$ cat config.mk
export PLATFORM = sky130hd
export DESIGN_NAME = ecam_regs
export DESIGN_NICKNAME = d
export VERILOG_FILES = /design/src/rtl/core/ecam_pkg.sv /design/src/rtl/core/ecam_regs.sv
export SDC_FILE = /design/constraint.sdc
export NUM_CORES = 1
export LEC_CHECK = 0
export BUFFER_PORTS_ARGS = -buffer_cell sky130_fd_sc_hd__buf_4
export CORE_AREA = 2 2 100 198
export DETAILED_ROUTE_END_ITERATION = 6
export DIE_AREA = 0 0 102 200
export HOLD_SLACK_MARGIN = 0.12
export PLACE_DENSITY = 0.63
export SYNTH_ARGS = -nofsm -noshare
export SYNTH_HDL_FRONTEND = slang
export SYNTH_SLANG_ARGS = --single-unit
$ cat constraint.sdc
create_clock -name clk -period 2.7 [get_ports clk]
set_input_delay 0.27 -clock clk [delete_from_list [all_inputs] [get_ports clk]]
set_output_delay 0.27 -clock clk [all_outputs]
set_load 0.05 [all_outputs]
$ cat src/rtl/core/ecam_pkg.sv
// ---------------------------------------------------------------------------
// ecam_pkg: shared types and constants of the euler fly camera update unit
// angle constants in Q16.16 degrees, cordic table, config and result structs
// ---------------------------------------------------------------------------
package ecam_pkg;

    localparam int MUL_W  = 34;
    localparam int PROD_W = 2 * MUL_W;

    localparam logic signed [33:0] DEG89   = 34'sd5832704;
    localparam logic signed [33:0] DEG90   = 34'sd5898240;
    localparam logic signed [33:0] DEG180  = 34'sd11796480;
    localparam logic signed [33:0] DEG360  = 34'sd23592960;
    localparam logic signed [33:0] CORDIC_K = 34'sd652032874;
    localparam logic [14:0] UNIT_Q14 = 15'd16384;

    typedef enum logic [2:0] {
        FN_FORWARD  = 3'd0,
        FN_BACKWARD = 3'd1,
        FN_LEFT     = 3'd2,
        FN_RIGHT    = 3'd3,
        FN_MOUSE    = 3'd4
    } func_t;

    typedef enum logic [2:0] {
        REG_MOVE_STEP  = 3'd0,
        REG_MOUSE_GAIN = 3'd1,
        REG_SCREEN_W   = 3'd2,
        REG_SCREEN_H   = 3'd3,
        REG_START_X    = 3'd4,
        REG_START_Y    = 3'd5,
        REG_START_Z    = 3'd6,
        REG_WORLD_UP   = 3'd7
    } reg_idx_t;

    typedef struct packed {
        logic [19:0] move_step;
        logic [15:0] mouse_gain;
        logic [11:0] screen_width;
        logic [11:0] screen_height;
        logic [31:0] start_x;
        logic [31:0] start_y;
        logic [31:0] start_z;
        logic        world_up_sign;
    } cfg_t;

    typedef struct packed {
        logic ld_x;
        logic ld_y;
        logic ld_z;
    } pos_load_t;

    typedef struct packed {
        logic signed [15:0] up_z;
        logic signed [15:0] up_y;
        logic signed [15:0] up_x;
        logic signed [15:0] front_z;
        logic signed [15:0] front_y;
        logic signed [15:0] front_x;
        logic signed [31:0] pos_z;
        logic signed [31:0] pos_y;
        logic signed [31:0] pos_x;
    } result_t;

    // arctangent of 2^-i in Q16.16 degrees
    function automatic logic signed [33:0] atan_deg(input logic [3:0] i);
        logic signed [33:0] v;
        unique case (i)
            4'd0:    v = 34'sd2949120;
            4'd1:    v = 34'sd1740967;
            4'd2:    v = 34'sd919879;
            4'd3:    v = 34'sd466945;
            4'd4:    v = 34'sd234379;
            4'd5:    v = 34'sd117303;
            4'd6:    v = 34'sd58666;
            4'd7:    v = 34'sd29335;
            4'd8:    v = 34'sd14668;
            4'd9:    v = 34'sd7334;
            4'd10:   v = 34'sd3667;
            4'd11:   v = 34'sd1833;
            4'd12:   v = 34'sd917;
            4'd13:   v = 34'sd458;
            4'd14:   v = 34'sd229;
            default: v = 34'sd115;
        endcase
        return v;
    endfunction

endpackage

$ cat src/rtl/core/ecam_regs.sv
// ---------------------------------------------------------------------------
// ecam_regs: configuration register file
// apb-style write and read of the eight camera settings
// ---------------------------------------------------------------------------
module ecam_regs (
    input  logic                 clk,
    input  logic                 rst_n,
    input  logic                 psel,
    input  logic                 penable,
    input  logic                 pwrite,
    input  logic [4:0]           paddr,
    input  logic [31:0]          pwdata,
    output logic [31:0]          prdata,
    output logic                 pready,
    output ecam_pkg::cfg_t       cfg,
    output ecam_pkg::pos_load_t  pos_load
);
    import ecam_pkg::*;

    cfg_t      cfg_reg;
    pos_load_t pos_load_reg;
    logic      wr_en;
    reg_idx_t  widx;

    assign pready = 1'b1;
    assign wr_en  = psel & penable & pwrite;
    assign widx   = reg_idx_t'(paddr[4:2]);

    always_ff @(posedge clk or negedge rst_n)
    begin
        if (!rst_n)
        begin
            cfg_reg.move_step     <= 20'd13107;
            cfg_reg.mouse_gain    <= 16'd6554;
            cfg_reg.screen_width  <= 12'd800;
            cfg_reg.screen_height <= 12'd600;
            cfg_reg.start_x       <= '0;
            cfg_reg.start_y       <= '0;
            cfg_reg.start_z       <= '0;
            cfg_reg.world_up_sign <= 1'b0;
        end
        else if (wr_en)
        begin
            unique case (widx)
                REG_MOVE_STEP:  cfg_reg.move_step     <= pwdata[19:0];
                REG_MOUSE_GAIN: cfg_reg.mouse_gain    <= pwdata[15:0];
                REG_SCREEN_W:   cfg_reg.screen_width  <= pwdata[11:0];
                REG_SCREEN_H:   cfg_reg.screen_height <= pwdata[11:0];
                REG_START_X:    cfg_reg.start_x       <= pwdata;
                REG_START_Y:    cfg_reg.start_y       <= pwdata;
                REG_START_Z:    cfg_reg.start_z       <= pwdata;
                REG_WORLD_UP:   cfg_reg.world_up_sign <= pwdata[0];
                default:        cfg_reg.world_up_sign <= cfg_reg.world_up_sign;
            endcase
        end
    end

    // start writes also reload the live position in the cycle after the
    // write, so the start register already holds the new value
    always_ff @(posedge clk or negedge rst_n)
    begin
        if (!rst_n)
        begin
            pos_load_reg <= '0;
        end
        else
        begin
            pos_load_reg.ld_x <= wr_en && (widx == REG_START_X);
            pos_load_reg.ld_y <= wr_en && (widx == REG_START_Y);
            pos_load_reg.ld_z <= wr_en && (widx == REG_START_Z);
        end
    end

    assign pos_load = pos_load_reg;

    always_comb
    begin
        unique case (reg_idx_t'(paddr[4:2]))
            REG_MOVE_STEP:  prdata = {12'd0, cfg_reg.move_step};
            REG_MOUSE_GAIN: prdata = {16'd0, cfg_reg.mouse_gain};
            REG_SCREEN_W:   prdata = {20'd0, cfg_reg.screen_width};
            REG_SCREEN_H:   prdata = {20'd0, cfg_reg.screen_height};
            REG_START_X:    prdata = cfg_reg.start_x;
            REG_START_Y:    prdata = cfg_reg.start_y;
            REG_START_Z:    prdata = cfg_reg.start_z;
            REG_WORLD_UP:   prdata = {31'd0, cfg_reg.world_up_sign};
            default:        prdata = '0;
        endcase
    end

    assign cfg = cfg_reg;

endmodule

After elaboration in Yosys (flattened, before gate mapping):

Cells that the tools add are included.

* equal/unequal tests: 7
* muxes and demuxes: 1
* bitwise operators: 2
* reduce and logical (&&, ||, !) cells: 12

Operator list (number)
* one-hot mux 32 bit (8 select lines): 1
* AND reduction 2 bit: 8
* == test 3 bit, second input constant: 4
* == test 3 x 2 -> 1 bit, second input constant: 2
* == test 3 x 1 -> 1 bit, second input constant: 1
* logical AND 1 bit: 3
* zero test 3 bit: 1
* AND 1 bit: 2

* bits in registers: 160
* input bits: 42
* output and inout bits: 193

Longest topological paths before layout:

Gate-level depths: netlist of the first run.

* depth after elaboration: 3
* mapped depth: 6
* depth with buffers taken out: 3

Worst setup path before layout of the first run:

No wires, ideal clock.

* kind: register to output
* start point: register cfg_reg, in the netlist cfg[45]
* end point: output prdata[12]
* arrival time: 2.209 ns
* data required time: 2.430 ns
* slack: 0.221 ns
* cell stages (with the launch flop): 4
* cells stage by stage: dfrtp_1 > mux2_2 > o32ai_1 > a221oi_1

* cells in the longest elaborated chain, start to end: 1

Ends and longest elaborated chain
* start, declared: line ecam_regs.sv:20 `cfg_t cfg_reg;`
* one-hot mux 32 bit (8 select lines): line ecam_regs.sv:78 `unique case (reg_idx_t'(paddr[4:2]))`
* end, declared: line ecam_regs.sv:13 `output logic [31:0] prdata,`

Every way passes these cells.

Worst setup path in the final report of the first run:

* start point: input paddr[3]
* end point: output prdata[1]

* cells in the longest elaborated chain, start to end: 2
* elaborated cells between the ends (all ways): 9
* those cells by class: 7 x eq/ne; 1 x mux; 1 x reduce/logical

Ends and longest elaborated chain
* start, declared: line ecam_regs.sv:11 `input logic [4:0] paddr,`
* == test 3 bit (tied with other cells): line ecam_regs.sv:78
* one-hot mux 32 bit (8 select lines) *: line ecam_regs.sv:78

Mark *: on every way between the ends. The rest lies on a longest branch, timed or not.

==> results of run 1 <==
## how the worst min path moves through the flow
stage	cells after the start	from	slack (ns)	endpoint
after global routing	2	pwdata[10]	0.14	cfg[119]
after global placement	1	rst_n	0.29	cfg[5]
after CTS	2	pwdata[10]	0.13	cfg[11]
final	2	pwdata[10]	0.15	cfg[11]
after detailed placement	1	rst_n	0.30	cfg[66]
after floorplan	0	rst_n	-0.03	cfg[0]
## worst max-delay path: stages
cell and delay [ns]:
buf_4 0.35, buf_4 0.28, mux4_2 0.51, mux2_2 0.28, buf_4 0.19
## cell families after synthesis
group / share of synthesized area [%]
multiplexers: 33.2
flip-flops: 51.6
AND/OR/NAND/NOR: 6.02
AO/OA/AOI/OAI: 4.63
buffers and inverters: 4.44
other: 0.0480
## power groups by stage
stage | Combinational (uW) | Clock (uW) | Sequential [uW]
6_report | 3930 | 2470 | 3330
3_5_place_dp | 3910 | 0 | 3360
2_1_floorplan | 1080 | 0 | 4890
4_1_cts | 3960 | 2520 | 3330
5_1_grt | 4080 | 2610 | 3390
3_3_place_gp | 3880 | 0 | 3340
## layout make-up
type                       count  area, um^2  share of cell area, %
sequential                   160        4030                   37.9
multi-input combinational    330        3430                   32.3
timing repair buffer         282        2250                   21.1
clock buffer                  19         433                   4.07
tap                          255         319                   3.00
clock inverter                13         163                   1.53
inverter                       3        11.3                  0.106
## layer usage
layer,global-route usage [%],vias to the layer above,wire length (um)
met5,0,-,0
met2,42.3,179,12800
li1,-,2455,-
met3,3.52,49,846
met4,11.9,0,980
met1,26.5,2882,8930
## per-stage QoR
| stage | std cells | setup slack, ns | power [uW] | util [%] |
|---|---|---|---|---|
| 2_1_floorplan | 529 | 0.221 | 5970 | - |
| 3_3_place_gp | 999 | 0.542 | 7210 | 51.7 |
| 3_5_place_dp | 999 | 0.528 | 7280 | 51.7 |
| 4_1_cts | 1062 | 0.534 | 9800 | 56.5 |
| 5_1_grt | 1062 | 0.471 | 10100 | 56.5 |
| 6_report | 1062 | 0.547 | 9730 | 56.5 |
## Yosys cell counts (2+ instances only)
cell type    n  area [um^2]
dfrtp_1    138         3450
mux2_2     120         1350
mux2_4      58          871
nand2_1     28          105
dfstp_2     22          578
a21oi_1     19         95.1
mux2i_1     16          160
nor2_1      11         41.3
buf_2       10         50.1
o2bb2ai_1   10         87.6
and3b_1      8         70.1
buf_4        8         60.1
buf_6        8         90.1
mux4_2       8          180
o21ai_0      8         40.0
buf_12       6          120
nand3b_1     4         30.0
clkbuf_1     3         11.3
mux2_1       3         33.8
nor2_4       3         33.8
nor2_8       3         60.1
o22ai_1      3         18.8
a221oi_1     2         17.5
a41o_1       2         20.0
inv_1        2         7.51
nor2b_1      2         12.5
o32a_1       2         20.0
## cells in the final DEF, fill, tap and decap left out, types with 2 or more instances in the layout
cell	synthesis	layout
clkbuf_1	3	2
inv_1	2	2
dlygate4sd3_1	0	31
nor2_8	3	3
nor2b_1	2	2
and3b_1	8	8
clkinvlp_4	0	3
nand2_1	28	28
buf_4	8	246
clkbuf_16	0	17
mux2_1	3	3
a21oi_1	19	19
mux2_4	58	58
dfstp_2	22	22
clkinv_2	0	3
a41o_1	2	2
nand3b_1	4	4
mux2_2	120	120
nor2_1	11	10
o22ai_1	3	3
o32a_1	2	2
mux2i_1	16	16
mux4_2	8	8
o21ai_0	8	8
bufinv_16	0	3
inv_6	0	2
buf_12	6	4
dfrtp_1	138	138
o2bb2ai_1	10	10
clkinv_4	0	2
a221oi_1	2	2
nor2_4	3	3
==> results.tsv, run 1 <==
metric	value	unit
status	completed	
Area after DPL	9730	um^2
Post-Route Skew	0	ns
beginning of the critical path	paddr[3]	
Mapped Area	7810	um^2
Max-Cap Viols	0	
P_int	5730	uW
clock sinks	160	
Area growth syn-to-layout	36.2	%
initial antenna violation count	0	
gp weighted congestion	0.832	
die height	200	um
CP startpoint kind	input port	
WL final	23500	um
PwrDens	914	nW/um^2
worst r2r src	cfg[23]	
synth unique cells	49	
Gate Count Post-Synth	529	
Fillers	1605	
Design Area, Final	10600	um^2
gr usage total	23.5	%
CP Max Fanout	27	
CTS tree	done	
port buffer count	231	
combinational power share	40.4	%
final setup vio count	0	
fin nets	836	
max reg flops	157	
Clk pwr share	25.4	%
vias in the first global route	6096	
Leak Pwr	0.00513	uW
die area	20400	um^2
DR vias	5565	
Tightest Pin Transition	0.690	ns
sequential share of power	34.2	%
Mean Syn Cell Area	14.8	um^2
Setup TNS	0	ns
Core Area	18800	um^2
Worst Setup End Kind	primary output	
Hold Buf Count CTS	31	
ANT cells	0	
DRC errors left	0	
net switching power	3990	uW
final hold vios	0	
R2R setup slack	1.87	ns
worst skew pair latency	0.42	ns
capturing point of the worst reg2reg path	cfg[23]	
vias per inst	5.24	
Rel. slew slack	53.9	%
CTS Root Cell	clkbuf_16	
CTS buffer count	17	
sw frac	41.1	%
Min Clock Period, post-route	2.15	ns
fraction of layout cells with a size suffix above 1	62.2	%
period utilization	79.7	%
DRT Pass-1 Iters	4	
FF+latch count, synth	160	
Top FF cell, synth	dfrtp_1	
Pins Over Slew Limit	0	
Crit Path Category	input port to primary output	
IO Count	235	
unrepaired setup endpoints after global routing	no	
VDD IR max	0.000505	V
clk slew on worst S/H paths	0.06	ns
crit path to	prdata[1]	
H-tree depth	4	
Seq/Total Area, Yosys	51.6	%
WP data arrival	1.88	ns
Die W	102	um
drt wl/cell	22.2	um
Post CTS Setup Buffer Count	0	
worst min path class	input port to flop	
Starting DRT DRC Count	183	
HPWL after detailed placement	16600	um
number of gates resized after CTS	0	
fmax	465	MHz
post-route ant nets	0	
Post-synth ARST share	100	%
hold slack	0.151	ns
initial core utilization	41.5	%
first-pass GRT wire length	35900	um
R2R depth	1	
Clock Path Buffers	2	
CP required	2.43	ns
grt ovf	0	
Cell Rows	71	
Post-synth EDFFs	0	
synth warn	0	
Net Count, Synth	571	
pin count of the biggest net entering global routing	66	
(Power assumes the default switching activity.)
==> run 2, diff against run 1 <==
--- a/config.mk
+++ b/config.mk
@@ -10,7 +10,7 @@
 export DETAILED_ROUTE_END_ITERATION = 6
 export DIE_AREA = 0 0 102 200
 export HOLD_SLACK_MARGIN = 0.12
-export PLACE_DENSITY = 0.63
+export PLACE_DENSITY = 0.66
 export SYNTH_ARGS = -nofsm -noshare
 export SYNTH_HDL_FRONTEND = slang
 export SYNTH_SLANG_ARGS = --single-unit
==> constraint.sdc (replaced) <==
create_clock -name clk -period 1.9 [get_ports clk]
set_input_delay 0.19 -clock clk [delete_from_list [all_inputs] [get_ports clk]]
set_output_delay 0.19 -clock clk [all_outputs]
set_load 0.05 [all_outputs]
==> run 2 against run 1 <==
- the flow now finishes with violations (setup timing)
- register-to-register slack lost 0.99 ns
- sequential power grew 41%
- power grew 46%
- first-iteration DRC count shrank 21%
- critical path depth shrank 2
- cell area grew 5.0%
- final cell count grew 3.9%
- combinational power grew 50%
- hold slack gained 0.10 ns
- clock power grew 48%
- sequential share of layout area shrank 1.8 points
- global-route usage grew 0.54 points
==> results.tsv, run 2 (synthesis results as in run 1) <==
metric	value	unit
IO Count	235	
Core Area	18800	um^2
Cell Rows	71	
Tightest Pin Transition	0.590	ns
Max-Cap Viols	0	
fmax	524	MHz
H-tree depth	4	
failing checks	setup timing	
DR vias	5776	
setup ws final	-0.00767	ns
Setup TNS	-0.0172	ns
unrepaired setup endpoints after global routing	yes	
R2R depth	3	
Pins Over Slew Limit	0	
WP data arrival	1.72	ns
period utilization	100	%
gr usage total	24.1	%
CTS Root Cell	clkbuf_16	
worst r2r src	cfg[9]	
Leak Pwr	0.00539	uW
Rel. slew slack	60.7	%
final hold vios	0	
status	finished with violations	
VDD IR max	0.000853	V
hold slack	0.252	ns
Cell Chain, Critical Path	mux4_2 > mux2_2 > buf_6	
Fillers	1559	
beginning of the critical path	cfg[8]	
Post-Route Skew	0	ns
R2R setup slack	0.88	ns
CP delay by family, top	multiplexers	
Die W	102	um
Critical-path top delay cell	mux4_2	
gp weighted congestion	0.869	
capturing point of the worst reg2reg path	cfg[9]	
final setup vio count	3	
PwrDens	1270	nW/um^2
Starting DRT DRC Count	145	
drt wl/cell	21.9	um
die area	20400	um^2
CTS buffer count	17	
initial antenna violation count	0	
max reg flops	157	
first-pass GRT wire length	36600	um
Crit Path Category	flop to primary output	
ANT cells	0	
Post-Place Setup Slack	0.0857	ns
fin util	59.3	%
HPWL after detailed placement	16800	um
CP startpoint kind	flop	
most frequent cells in the layout	buf_4, dfrtp_1, mux2_2	
Area growth syn-to-layout	43.0	%
CP required	1.71	ns
Worst Setup End Kind	primary output	
post-route ant nets	0	
fin nets	877	
clock sinks	160	
pin count of the biggest net entering global routing	49	
initial core utilization	41.5	%
fraction of layout cells with a size suffix above 1	65.6	%
vias in the first global route	6264	
clk slew on worst S/H paths	0.07	ns
worst skew pair latency	0.42	ns
DRT Pass-1 Iters	4	
Worst path max stage delay	0.47	ns
die height	200	um
Clock Path Buffers	2	
commonest non-fill, non-tap cell in the layout	buf_4	
grt ovf	0	
port buffer count	231	
DRC errors left	0	
worst min path class	input port to async pin	
vias per inst	5.24	
Min Clock Period, post-route	1.91	ns
CTS tree	done	
WL final	24100	um
CP Max Fanout	2	
Crit path buffers/inverters	1	
[run 2: layout make-up]
class / instances / area, um^2 / area share, %
clock buffers: 17 / 425 / 3.81
clock inverters: 15 / 195 / 1.75
inverters: 3 / 11.3 / 0.101
multi-input cells: 330 / 3490 / 31.2
flip-flops and latches: 160 / 4030 / 36.1
well taps: 255 / 319 / 2.86
repair buffers: 323 / 2700 / 24.2
[run 2: through the flow]
step | power [uW] | cells | area [um^2]
detailed placement | 10400 | 1011 | 9980
global route | 14800 | 1103 | 11200
CTS | 14300 | 1099 | 11100
floorplan | 8510 | 529 | 7870
finish | 14200 | 1103 | 11200
global placement | 10300 | 1011 | 9980
[run 2: worst max path at each step]
stage                      end  slack [ns]  depth (start not counted)
floorplan           prdata[12]       -0.05                          3
global placement     prdata[6]         0.1                          6
detailed placement   prdata[5]        0.09                          5
CTS                  prdata[1]       -0.03                          3
global route         prdata[7]       -0.07                          3
finish               prdata[7]      -0.008                          3
[run 2: timing repair]
action,4_1_cts,5_1_grt
buffers inserted,23,4
resized for setup,10,0
cloned,0,0
endpoints found under the hold margin,276,0
pin swaps,1,2
endpoints found under the setup margin,10,10
hold buffers,33,0
[run 2: where the power goes]
part	switching [uW]	internal [uW]
sequential	564	4130
combinational	3740	2140
clock	1540	2120
total	5850	8390
[run 2: metal layers]
| layer | wire [um] | GRT usage [%] | vias up | share of wire [%] |
|---|---|---|---|---|
| met2 | 13600 | 44.4 | 195 | 57 |
| met1 | 8630 | 26.0 | 2988 | 36 |
| met5 | 0 | 0 | - | 0 |
| met4 | 874 | 11.1 | 0 | 3.6 |
| met3 | 970 | 4.32 | 50 | 4.0 |
| li1 | - | - | 2543 | - |
==> run 3, diff against run 2 <==
--- a/config.mk
+++ b/config.mk
@@ -10,7 +10,7 @@
 export DETAILED_ROUTE_END_ITERATION = 6
 export DIE_AREA = 0 0 102 200
 export HOLD_SLACK_MARGIN = 0.12
-export PLACE_DENSITY = 0.66
+export PLACE_DENSITY = 0.63
 export SYNTH_ARGS = -nofsm -noshare
 export SYNTH_HDL_FRONTEND = slang
 export SYNTH_SLANG_ARGS = --single-unit
==> constraint.sdc (replaced) <==
create_clock -name clk -period 2.48 [get_ports clk]
set_input_delay 0.248 -clock clk [delete_from_list [all_inputs] [get_ports clk]]
set_output_delay 0.248 -clock clk [all_outputs]
set_load 0.05 [all_outputs]
==> run 3 against run 2 <==
- first-iteration DRC count is 9.0% higher
- largest power group unchanged
- the run now ends clean
- clock power is 28% lower
- via count is 4.1% lower
- sequential share of layout area is 1.6 points higher
- utilization is 2.5 points lower
- critical path type is now input port to primary output
- cell area is 4.2% lower
==> results.tsv, run 3 (synthesis results as in run 1) <==
metric	value	unit
status	completed	
final setup vio count	0	
Post-Route Skew	0	ns
initial antenna violation count	0	
fin nets	842	
Pins Over Slew Limit	0	
Max-Cap Viols	0	
CP required	2.23	ns
CP startpoint kind	input port	
Tightest Pin Transition	0.648	ns
first-pass GRT wire length	35600	um
WL final	23600	um
beginning of the critical path	paddr[3]	
gp weighted congestion	0.829	
die height	200	um
most frequent cells in the layout	buf_4, dfrtp_1, mux2_2	
DR vias	5537	
Min Clock Period, post-route	2.03	ns
Hold Path Origin	penable	
commonest non-fill, non-tap cell in the layout	buf_4	
ANT cells	0	
Core Area	18800	um^2
max reg flops	157	
Rel. slew slack	56.8	%
period utilization	81.7	%
PwrDens	985	nW/um^2
die area	20400	um^2
grt ovf	0	
worst min path class	input port to flop	
Worst Setup End Kind	primary output	
number of gates resized after CTS	0	
Crit Path Category	input port to primary output	
Leak Pwr	0.00515	uW
gr usage total	23.5	%
HPWL after detailed placement	16900	um
Starting DRT DRC Count	158	
vias in the first global route	5868	
clk slew on worst S/H paths	0.06	ns
Cell Rows	71	
drt wl/cell	22.1	um
initial core utilization	41.5	%
Area growth syn-to-layout	37.0	%
port buffer count	231	
DRT Pass-1 Iters	5	
DRC errors left	0	
Post CTS Setup Buffer Count	0	
vias per inst	5.18	
Tot Pwr	10500	uW
worst r2r src	cfg[23]	
R2R setup slack	1.64	ns
VDD IR max	0.000603	V
pin count of the biggest net entering global routing	68	
WP data arrival	1.78	ns
clock sinks	160	
CP Max Fanout	26	
placed cells	1003	
Die W	102	um
CTS Root Cell	clkbuf_16	
H-tree depth	4	
unrepaired setup endpoints after global routing	no	
IO Count	235	
fmax	494	MHz
worst skew pair latency	0.41	ns
Setup TNS	0	ns
CTS tree	done	
fraction of layout cells with a size suffix above 1	62.4	%
Clock Path Buffers	2	
CTS buffer count	17	
post-route ant nets	0	
final cell count without fillers	1068	
final hold vios	0	
==> run 3: changes by cell type in the layout (fill, tap and decap cells not counted), moves of 2 or more <==
cell	delta
inv_6	-7
clkbuf_8	+2
clkinvlp_4	+2
clkinv_4	+2
buf_12	-7
a21oi_2	-11
buf_6	-10
a21oi_1	+11
buf_4	-18
clkinv_2	+2
==> run 3: final timing paths <==
check	end	cells after the start
max	prdata[4]	5
min	pos_load[2]	3
max reg2reg	cfg[23]	1
min reg2reg	cfg[37]	1
max in group asynchronous	cfg[129]	3
min in group asynchronous	cfg[66]	2
==> run 3: routing by layer <==
| layer | global-route usage, % | share of wire (%) | vias to the layer above |
|---|---|---|---|
| met1 | 26.4 | 36 | 2871 |
| li1 | - | - | 2458 |
| met5 | 0 | 0 | - |
| met2 | 43.2 | 57 | 172 |
| met3 | 4.07 | 3.9 | 36 |
| met4 | 9.48 | 3.3 | 0 |
==> run 3: critical path, cell delays in order <==
cell    delay, ns
buf_4        0.34
buf_4        0.24
mux4_2       0.49
mux2_2       0.27
buf_4        0.19
==> run 3: power by group <==
group	switching, uW	internal [uW]
combinational	2790	1490
sequential	467	3170
clock	1080	1540
total	4340	6200
==> run 3: what timing repair did <==
| item | in CTS | in global routing |
|---|---|---|
| hold endpoints to repair | 207 | 0 |
| hold buffers | 33 | 0 |
| setup endpoints to repair | 0 | 0 |
==> run 3: metrics by stage <==
| step | area [um^2] | utilization [%] | hold slack [ns] | setup WS, ns |
|---|---|---|---|---|
| CTS | 10700 | 56.8 | 0.322 | 0.415 |
| global placement | 9780 | 51.9 | 0.278 | 0.436 |
| detailed placement | 9780 | 51.9 | 0.294 | 0.414 |
| floorplan | 7810 | - | -0.0476 | 0.0234 |
| finish | 10700 | 56.8 | 0.346 | 0.454 |
| global route | 10700 | 56.8 | 0.343 | 0.364 |
==> run 3: area by class of cell <==
type,count,area [um^2]
clock inverters,12,135
repair buffers,288,2310
flip-flops and latches,160,4030
multi-input cells,330,3430
inverters,3,11.3
clock buffers,20,457
well taps,255,319
fillers,1604,8130
